### src/sv/itaf_pkg.sv
`timescale 1ns / 1ps
`default_nettype none

package itaf_pkg;

  typedef enum logic [1:0] {
    OP_UDEC = 2'd0,
    OP_SDEC = 2'd1,
    OP_HEXL = 2'd2,
    OP_HEXU = 2'd3
  } op_t;

  typedef struct packed {
    op_t         operation;
    logic [31:0] value;
  } in_word_t;

  typedef struct packed {
    logic [7:0] character;
    logic       last;
  } out_word_t;

  // classified job handed from front to back
  typedef struct packed {
    logic        hex;
    logic        upper;
    logic        neg;
    logic [31:0] mag;
  } job_t;

  localparam int VALUE_BITS = 32;
  localparam int DEC_DIGITS = 10;
  localparam int HEX_DIGITS = 8;
  localparam int QDEPTH     = 2;

  localparam logic [7:0] CH_MINUS = 8'h2d;
  localparam logic [7:0] CH_ZERO  = 8'h30;
  localparam logic [7:0] CH_LOWER = 8'h61;
  localparam logic [7:0] CH_UPPER = 8'h41;

  // ascii for one hex nibble
  function automatic logic [7:0] hex_char(input logic [3:0] nib, input logic upper);
    logic [7:0] base;
    begin
      base = upper ? CH_UPPER : CH_LOWER;
      if (nib < 4'd10) begin
        hex_char = CH_ZERO + {4'b0000, nib};
      end else begin
        hex_char = base + {4'b0000, nib} - 8'd10;
      end
    end
  endfunction

endpackage

`default_nettype wire

### src/sv/itaf_front.sv
`timescale 1ns / 1ps
`default_nettype none

module itaf_front (
  input  var itaf_pkg::in_word_t item,
  output var itaf_pkg::job_t     job
);

  logic neg;

  always_comb begin
    neg       = (item.operation == itaf_pkg::OP_SDEC) && item.value[31];
    job.hex   = (item.operation == itaf_pkg::OP_HEXL) ||
                (item.operation == itaf_pkg::OP_HEXU);
    job.upper = (item.operation == itaf_pkg::OP_HEXU);
    job.neg   = neg;
    // two's complement magnitude, 0x80000000 stays 0x80000000
    job.mag   = neg ? (32'd0 - item.value) : item.value;
  end

endmodule

`default_nettype wire

### src/sv/itaf_queue.sv
`timescale 1ns / 1ps
`default_nettype none

module itaf_queue (
  input  var logic                clk,
  input  var logic                rst,
  input  var logic                wr,
  input  var itaf_pkg::job_t      wr_job,
  output var logic                full,
  input  var logic                rd,
  output var itaf_pkg::job_t      rd_job,
  output var logic                empty
);

  localparam int PW = $clog2(itaf_pkg::QDEPTH);

  itaf_pkg::job_t              slots [itaf_pkg::QDEPTH];
  logic [PW-1:0]               wr_ptr;
  logic [PW-1:0]               rd_ptr;
  logic [PW:0]                 count;
  logic                        do_wr;
  logic                        do_rd;

  assign full   = (count == (PW+1)'(itaf_pkg::QDEPTH));
  assign empty  = (count == '0);
  assign do_wr  = wr && !full;
  assign do_rd  = rd && !empty;
  assign rd_job = slots[rd_ptr];

  always_ff @(posedge clk) begin
    if (do_wr) begin
      slots[wr_ptr] <= wr_job;
    end
  end

  always_ff @(posedge clk) begin
    if (rst) begin
      wr_ptr <= '0;
      rd_ptr <= '0;
      count  <= '0;
    end else begin
      if (do_wr) begin
        wr_ptr <= wr_ptr + PW'(1);
      end
      if (do_rd) begin
        rd_ptr <= rd_ptr + PW'(1);
      end
      unique case ({do_wr, do_rd})
        2'b10:   count <= count + (PW+1)'(1);
        2'b01:   count <= count - (PW+1)'(1);
        default: count <= count;
      endcase
    end
  end

endmodule

`default_nettype wire

### src/sv/itaf_back.sv
`timescale 1ns / 1ps
`default_nettype none

module itaf_back (
  input  var logic                 clk,
  input  var logic                 rst,
  input  var itaf_pkg::job_t       job,
  input  var logic                 job_empty,
  output var logic                 job_pop,
  output var logic                 empty,
  input  var logic                 pop,
  output var itaf_pkg::out_word_t  result
);

  typedef enum logic [1:0] {
    S_IDLE,
    S_DABBLE,
    S_LEAD,
    S_EMIT
  } state_t;

  localparam int BCD_BITS = 4 * itaf_pkg::DEC_DIGITS;

  state_t                state;
  logic [BCD_BITS-1:0]   bcd;
  logic [31:0]           sh;
  logic [4:0]            bitcnt;
  logic [3:0]            pos;
  logic                  hex;
  logic                  upper;
  logic                  sign_pending;
  logic                  out_valid;

  logic [BCD_BITS-1:0]   adj;
  logic [3:0]            lead;
  logic [3:0]            dec_digit;
  logic [3:0]            hex_nib;
  logic                  out_free;
  logic                  emit;

  // add-3 correction on every bcd digit before the shift
  always_comb begin
    for (int i = 0; i < itaf_pkg::DEC_DIGITS; i++) begin
      adj[4*i +: 4] = (bcd[4*i +: 4] >= 4'd5) ? bcd[4*i +: 4] + 4'd3 : bcd[4*i +: 4];
    end
  end

  // highest nonzero digit, zero gives digit 0
  always_comb begin
    lead = '0;
    for (int i = 0; i < itaf_pkg::DEC_DIGITS; i++) begin
      if (bcd[4*i +: 4] != 4'd0) begin
        lead = 4'(i);
      end
    end
  end

  assign dec_digit = bcd[{pos, 2'b00} +: 4];
  assign hex_nib   = sh[{pos[2:0], 2'b00} +: 4];
  assign out_free  = !out_valid || pop;
  assign emit      = (state == S_EMIT) && out_free;
  assign job_pop   = (state == S_IDLE) && !job_empty;
  assign empty     = !out_valid;

  always_ff @(posedge clk) begin
    if (rst) begin
      state        <= S_IDLE;
      out_valid    <= 1'b0;
      sign_pending <= 1'b0;
    end else begin
      if (emit) begin
        out_valid <= 1'b1;
      end else if (pop) begin
        out_valid <= 1'b0;
      end
      unique case (state)
        S_IDLE: begin
          if (!job_empty) begin
            sh     <= job.mag;
            hex    <= job.hex;
            upper  <= job.upper;
            bcd    <= '0;
            bitcnt <= '0;
            if (job.hex) begin
              sign_pending <= 1'b0;
              pos          <= 4'(itaf_pkg::HEX_DIGITS - 1);
              state        <= S_EMIT;
            end else begin
              sign_pending <= job.neg;
              state        <= S_DABBLE;
            end
          end
        end
        S_DABBLE: begin
          bcd    <= {adj[BCD_BITS-2:0], sh[31]};
          sh     <= {sh[30:0], 1'b0};
          bitcnt <= bitcnt + 5'd1;
          if (bitcnt == 5'(itaf_pkg::VALUE_BITS - 1)) begin
            state <= S_LEAD;
          end
        end
        S_LEAD: begin
          pos   <= lead;
          state <= S_EMIT;
        end
        S_EMIT: begin
          if (out_free) begin
            if (sign_pending) begin
              result.character <= itaf_pkg::CH_MINUS;
              result.last      <= 1'b0;
              sign_pending     <= 1'b0;
            end else begin
              result.character <= hex ? itaf_pkg::hex_char(hex_nib, upper)
                                      : itaf_pkg::CH_ZERO + {4'b0000, dec_digit};
              result.last      <= (pos == 4'd0);
              pos              <= pos - 4'd1;
              if (pos == 4'd0) begin
                state <= S_IDLE;
              end
            end
          end
        end
        default: state <= S_IDLE;
      endcase
    end
  end

endmodule

`default_nettype wire

### src/sv/integer_to_ascii_formatter.sv
`timescale 1ns / 1ps
`default_nettype none

// Formats a 32-bit value as ASCII text, one character per result word, most
// significant digit first, with last set on the final character. operation
// picks unsigned decimal, signed decimal (leading '-' on negative values),
// or eight-digit hex in lower or upper case. Input words are classified and
// held in a two-entry queue, so up to two values can be pushed ahead of the
// converter. A hex value is loaded and then emitted one digit at a time; a
// decimal value is loaded, converted from binary to bcd one bit per cycle,
// scanned for its leading digit and then emitted one character at a time.
// Characters leave at one per cycle while pop stays high.
module integer_to_ascii_formatter (
  input  var logic                 clk,
  input  var logic                 rst,
  input  var logic                 push,
  output var logic                 full,
  input  var itaf_pkg::in_word_t   item,
  output var logic                 empty,
  input  var logic                 pop,
  output var itaf_pkg::out_word_t  result
);

  itaf_pkg::job_t front_job;
  itaf_pkg::job_t back_job;
  logic           q_empty;
  logic           q_pop;

  itaf_front u_front (
    .item (item),
    .job  (front_job)
  );

  itaf_queue u_queue (
    .clk    (clk),
    .rst    (rst),
    .wr     (push),
    .wr_job (front_job),
    .full   (full),
    .rd     (q_pop),
    .rd_job (back_job),
    .empty  (q_empty)
  );

  itaf_back u_back (
    .clk       (clk),
    .rst       (rst),
    .job       (back_job),
    .job_empty (q_empty),
    .job_pop   (q_pop),
    .empty     (empty),
    .pop       (pop),
    .result    (result)
  );

endmodule

`default_nettype wire

### config.mk
export PLATFORM = sky130hd
export DESIGN_NAME = integer_to_ascii_formatter
export DESIGN_NICKNAME = d
export VERILOG_FILES = /design/src/sv/itaf_pkg.sv /design/src/sv/itaf_front.sv /design/src/sv/itaf_queue.sv /design/src/sv/itaf_back.sv /design/src/sv/integer_to_ascii_formatter.sv
export SDC_FILE = /design/constraint.sdc
export NUM_CORES = 1
export LEC_CHECK = 0
export BUFFER_PORTS_ARGS = -buffer_cell sky130_fd_sc_hd__buf_2
export CORE_ASPECT_RATIO = 1.4
export CORE_MARGIN = 8
export CORE_UTILIZATION = 45
export CTS_CLUSTER_DIAMETER = 80
export DETAILED_ROUTE_END_ITERATION = 12
export GPL_ROUTABILITY_DRIVEN = 0
export GPL_TIMING_DRIVEN = 0
export HOLD_SLACK_MARGIN = 0.1
export PLACE_DENSITY = 0.7
export RECOVER_POWER = 50
export SLEW_MARGIN = 20
export SYNTH_ARGS = -nofsm -noshare
export SYNTH_HDL_FRONTEND = slang
export SYNTH_HIERARCHICAL = 1
export SYNTH_SLANG_ARGS = --single-unit
### constraint.sdc
create_clock -name clk -period 15.3 [get_ports clk]
set_clock_uncertainty 0.2 [all_clocks]
set_input_delay 3.06 -clock clk [delete_from_list [all_inputs] [get_ports clk]]
set_output_delay 3.06 -clock clk [all_outputs]
set_load 0.05 [all_outputs]
== Word level (Yosys, flattened, before mapping) ==
Memories as Yosys holds them, arrays and structs flattened. A register that Yosys moved wholly into a read port is not among the register bits.
Index checks and enable logic that the tools add are counted.

* Equal/unequal tests: 16
* Div/mod/pow operators: 0
* $lt $le $gt $ge: 11
* Shift operators: 2
* Reduce and logical (&&, ||, !) cells: 33
* Bitwise gates (word level): 2
* Multipliers: 0
* Add/subtract/negate cells: 21
* Mux-type cells: 52

{| class="wikitable"
|+ Operators by type and width
! operator !! number
|-
| $pmux W40 S2 || 1
|-
| $mux W32 || 2
|-
| $pmux W32 S2 || 1
|-
| $mux W4 || 15
|-
| $ge A4 B3 Y1 const B || 10
|-
| $mux W40 || 1
|-
| $shiftx A40 B7 Y4 || 1
|-
| $add A4 B2 Y4 const B || 9
|-
| $reduce_bool A4 Y1 || 9
|-
| $shiftx A32 B6 Y4 || 1
|-
| $sub A1 B32 Y32 const A || 1
|-
| $mux W2 || 8
|-
| $mux W8 || 2
|-
| $mux W3 || 5
|-
| $add A6 B4 Y7 const A || 2
|-
| $eq A2 B2 Y1 const B || 6
|-
| $pmux W4 S3 || 1
|-
| $reduce_and A3 Y1 || 4
|-
| $mux W1 || 10
|-
| $pmux W5 S2 || 1
|-
| $add A8 B4 Y8 || 1
|-
| $pmux W2 S4 || 1
|-
| $reduce_bool A2 Y1 || 4
|-
| $sub A8 B4 Y8 const B || 1
|-
| 24 further kinds || 40
|}

* Memory bits (read-only): 0
* Memory bits (writable): 70
* Memories kept: 1
* Logic and storage cells: 152
* Output and inout bits: 11
* Bits of input ports: 38
* Flip-flop bits (word level): 100
* Bits in latches: 0

{| class="wikitable"
|+ Memory list
! memory !! words !! bits a word !! rd ports !! clocked after memory_dff !! wr ports !! line !! text
|-
| u_queue.slots || 2 || 35 || 1 || 1 || 1 || itaf_queue.sv:17 || <nowiki>itaf_pkg::job_t slots [itaf_pkg::QDEPTH];</nowiki>
|}

== Depth between registers and ports, before layout ==
* Depth in word-level cells: 11
* Mapped depth: 8
* Gate-level depth less buffers: 8

== By module ==
The synthesis kept the hierarchy.

{| class="wikitable"
|+ By module, submodules not included
! module !! area an instance (um2) !! instances !! seq. area each (um2) !! cells each
|-
| itaf_back || 5775.5 || 1 || 2812.7 || 494
|-
| itaf_queue || 2740.1 || 1 || 2202.1 || 135
|-
| itaf_front || 825.8 || 1 || 0.0 || 114
|}

== Worst setup path before layout ==
No wires, ideal clock.

* Path type: input to register
* From: input rst
* To: register u_back.bcd[0] (enable)
* Slack: 8.122 ns
* Cell stages on the path: 2
* Path buffers: 1
* Library setup time: 0.513 ns
* Data arrival time: 6.465 ns
* Required time: 14.587 ns
* Cells stage by stage: clkbuf_1 > nor2_1

* Longest elaborated chain between the ends: 2

{| class="wikitable"
|+ RTL lines
! item !! line !! text
|-
| start, declared || integer_to_ascii_formatter.sv:15 || <nowiki>input var logic rst,</nowiki>
|-
| $not A1 Y1 (no source line) || n/a ||
|-
| $reduce_and A3 Y1 (no source line) || n/a ||
|-
| end signal, assigned || itaf_back.sv:95 || <nowiki>bcd <= {adj[BCD_BITS-2:0], sh[31]};</nowiki>
|-
| end, declared || itaf_back.sv:25 || <nowiki>logic [BCD_BITS-1:0] bcd;</nowiki>
|}

No other way between the ends.
A chain may end at the register's enable or synchronous reset.

== Worst setup path after layout ==
* From: input rst
* To: register u_back.bcd[7] (enable)

The elaborated chain is that of the path after synthesis.

==> flow_metrics.py <==
metrics = {
    "power": {
        "clockPowerShare_pct": 24.1,
        "p_int_uw": 1218,
        "p_leak_uw": 0.003723,
        "swShare_pct": 33.95,
        "seqPwrFrac_pct": 42.0,
        "vdd_drop_max_uv": 81.52,
        "combPwrFrac_pct": 34.0,
        "p_switching_uw": 625.9,
        "p_per_area_nw_per_um2": 175.1,
    },
    "clocking": {
        "hold_buffers": 0,
        "cts_buffer_depth": 2,
        "cts-buffers-inserted": 17,
        "cts_tree": "yes",
        "root_buffer": "clkbuf_16",
        "post_cts_buffers": 0,
        "htreeDepth": 4,
        "insertion_delay_ns": 0.42,
        "clkTransAtPathRegs_ns": 0.07,
        "cts.sinks": 170,
        "cts.repair.resized": 0,
    },
    "timing": {
        "hold_viol_final": 0,
        "tns_ns": 0,
        "rsz0062_at_grt": "no",
        "slew_headroom_pct": -6.026,
        "setup_slack_ns": 9.676,
        "fmax_mhz": 177.8,
        "setup_viol": 0,
        "slew_violations": 29,
        "period_minus_slack_ns": 5.624,
        "tightest_slew_ns": 1.590,
        "final.period_utilization_pct": 36.76,
    },
    "drt": {
        "first_pass_iters": 5,
        "wl_per_cell_um": 18.21,
        "vias": 5992,
        "drc": 0,
        "drt_wl_total_um": 19690,
        "drtIter0Drc": 374,
        "drt-vias-per-instance": 5.543,
        "final_antenna_net_count": 0,
    },
    "global_routing": {
        "grt_pass1_wl_um": 31730,
        "antenna_found_initial": 0,
        "grt_pass1_vias": 6080,
        "grt_usage_pct": 16.04,
        "grt_max_degree": 36,
        "grt-ovfl-total": 0,
    },
    "synthesis": {
        "ys.flop_type": "edfxtp_1",
        "synthTopCellsByCount": "161 x edfxtp_1, 54 x mux2_2, 53 x nor2_1",
        "synth.area.top_cells": "edfxtp_1 52%, mux2_2 6.5%, ha_1 4.7%",
        "ys_seq_area_share_pct": 53.68,
        "async_flop_share_pct": 0,
        "synth_edf_count": 161,
        "syn_area_per_cell_sq_um": 12.57,
        "synth_cell_types": 72,
        "synth_top_area_share_pct": 51.75,
        "ys_seq_elements": 170,
        "synthCells": 743,
        "syn-num-nets": 816,
        "yosys_warnings": 6,
        "yosys.area.top_type": "edfxtp_1",
        "synth_area_sq_um": 9341,
        "synth_most_common_cell": "edfxtp_1",
    },
    "critical_path": {
        "cp.buffers_inverters": 4,
        "reg2reg_setup_slack_ns": 10.95,
        "cp_max_fo": 27,
        "r2r.worst_path.cells": 8,
        "cp_slowest_cell": "nor2_1",
        "critPathKind": "primary input to flop",
        "crit_path_frequent_cell": "clkbuf_1",
        "slowest_delay_ns": 0.87,
        "r2r_end": "u_back/bcd[7]",
        "r2r_start": "u_back/state[1]",
        "end_kind": "flop",
        "required_ns": 15.22,
        "cp.arrival_ns": 5.55,
        "path_cells": "clkbuf_1 -> clkbuf_1 -> nor2_1 -> clkbuf_1 -> buf_12",
        "crit_path_start_kind": "primary input",
        "path_delay_family": "buffers and inverters",
    },
    "floorplanning": {
        "die_w_um": 137.8,
        "die_h_um": 186.5,
        "core_area_sq_um": 20480,
        "ios": 49,
        "die_area_sq_um": 25690,
        "rows": 62,
        "start_util_pct": 45.61,
    },
    "hold_path": {
        "min_from": "u_queue/wr_ptr",
        "hold_class": "flop to flop",
        "min_path_cells": 2,
        "hold_end": "u_queue/wr_ptr",
    },
    "place": {
        "placed_area_sq_um": 9998,
        "post-place-ws_ns": 10.04,
        "dp_cells": 1050,
        "dp_hpwl_um": 14860,
        "portBuffers": 47,
    },
    "layout": {
        "fin_area_sq_um": 10530,
        "nNetsFinal": 886,
        "fin_util_pct": 51.40,
        "fin_cells": 1081,
        "diodes": 0,
        "fill_cells": 1839,
        "layout-drive-gt1-share_pct": 20.24,
        "area_delta_synth_final_pct": 12.68,
    },
    "outcome": {
        "violations": "max-capacitance violations, max-slew violations",
        "outcome": "complete, but fails checks",
    },
    "run": {
        "drv_cap": 1,
    },
}
-- logic make-up (layout without fill, tap and decap cells) --
family / count (synthesis) / in the layout / share of synthesized area [%]
compound gates: 118 / 118 / 8.452
simple gates: 203 / 203 / 11.52
buf+inv: 71 / 153 / 3.282
xor+xnor: 53 / 53 / 4.969
other cells: 1 / 1 / 0.04014
flops: 170 / 170 / 53.68
mux: 92 / 92 / 13.37
fa+ha+maj: 35 / 35 / 4.688
-- cell type report --
type	instances	area (sq um)	share of cell area, %
clock buffers	17	425.4	4.041
flip-flops and latches	170	5015	47.64
inverters	42	157.7	1.498
plain buffers	29	141.4	1.343
clock inverters	14	183.9	1.747
well taps	256	320.3	3.043
multi-input cells	502	4006	38.06
repair buffers	51	276.5	2.627
-- flip-flops by register name, indices dropped and copies added (netlist names), 2 cells and up, named ones only --
register	count
u_queue/slots	70
u_back/bcd	40
u_back/sh	32
u_back/result	8
u_back/bitcnt	5
u_back/pos	4
u_back/state	2
u_queue/count	2
-- metrics by stage --
step,total power (uW),hold slack [ns]
2_1_floorplan,1227,0.2518
3_3_place_gp,1395,0.2677
3_5_place_dp,1419,0.2776
4_1_cts,1870,0.2910
5_1_grt,1952,0.3525
6_report,1844,0.2967
-- worst register-to-register path, cell delays in order (launching register included) --
cell and delay (ns):
dfxtp_1 0.34, inv_1 0.09, ha_1 0.18, clkbuf_1 0.44
clkbuf_1 0.62, o21ai_0 0.20, nor2_1 0.84, clkbuf_1 0.84
buf_12 0.29
-- power by group through the flow --
stage               registers [uW]  clock network (uW)  logic (uW)
floorplan                      754                   0         473
global placement               793                   0         602
detailed placement             782                   0         638
CTS                            772                 453         645
global route                   787                 473         692
finish                         774                 444         626
-- worst max path at each step --
stage | from | endpoint | cells after the start
final | rst | u_back/bcd[7] | 5
after global routing | rst | u_back/bcd[7] | 5
after CTS | item[6] | u_queue/slots[1][17] | 5
after detailed placement | item[6] | u_queue/slots[0][17] | 5
after global placement | rst | u_back/bcd[10] | 3
after floorplan | rst | u_back/bcd[0] | 2
-- placed cells by master, fill, tap and decap left out, types with 4 or more instances in the layout --
cell type and instances:
edfxtp_1 161, mux2_2 53, nor2_1 53, nand2_1 51
buf_2 47, inv_1 37, xnor2_1 36, ha_1 35
o21ai_0 31, a21oi_1 29, clkbuf_1 24, clkbuf_16 17
xor2_1 17, mux2_1 17, mux4_2 14, nand2b_1 12
nand3_1 12, nor2b_1 11, o31ai_1 11, and2_0 9
and2_1 9, dfxtp_1 9, nor3b_1 8, nor3_1 7
a21boi_0 7, clkinv_1 4, inv_6 4, mux2i_1 4
a211oi_1 4, nand4_1 4, nor4_1 4, or3_1 4
-- metal layers --
metal	vias up	track usage [%]	routed length (um)
met2	133	29.33	10970
met5	-	0	0
met4	0	8.005	647
met3	35	3.091	583
met1	2932	16.81	7485
li1	2892	-	-
Note: power is estimated with default switching activity, not from simulation.
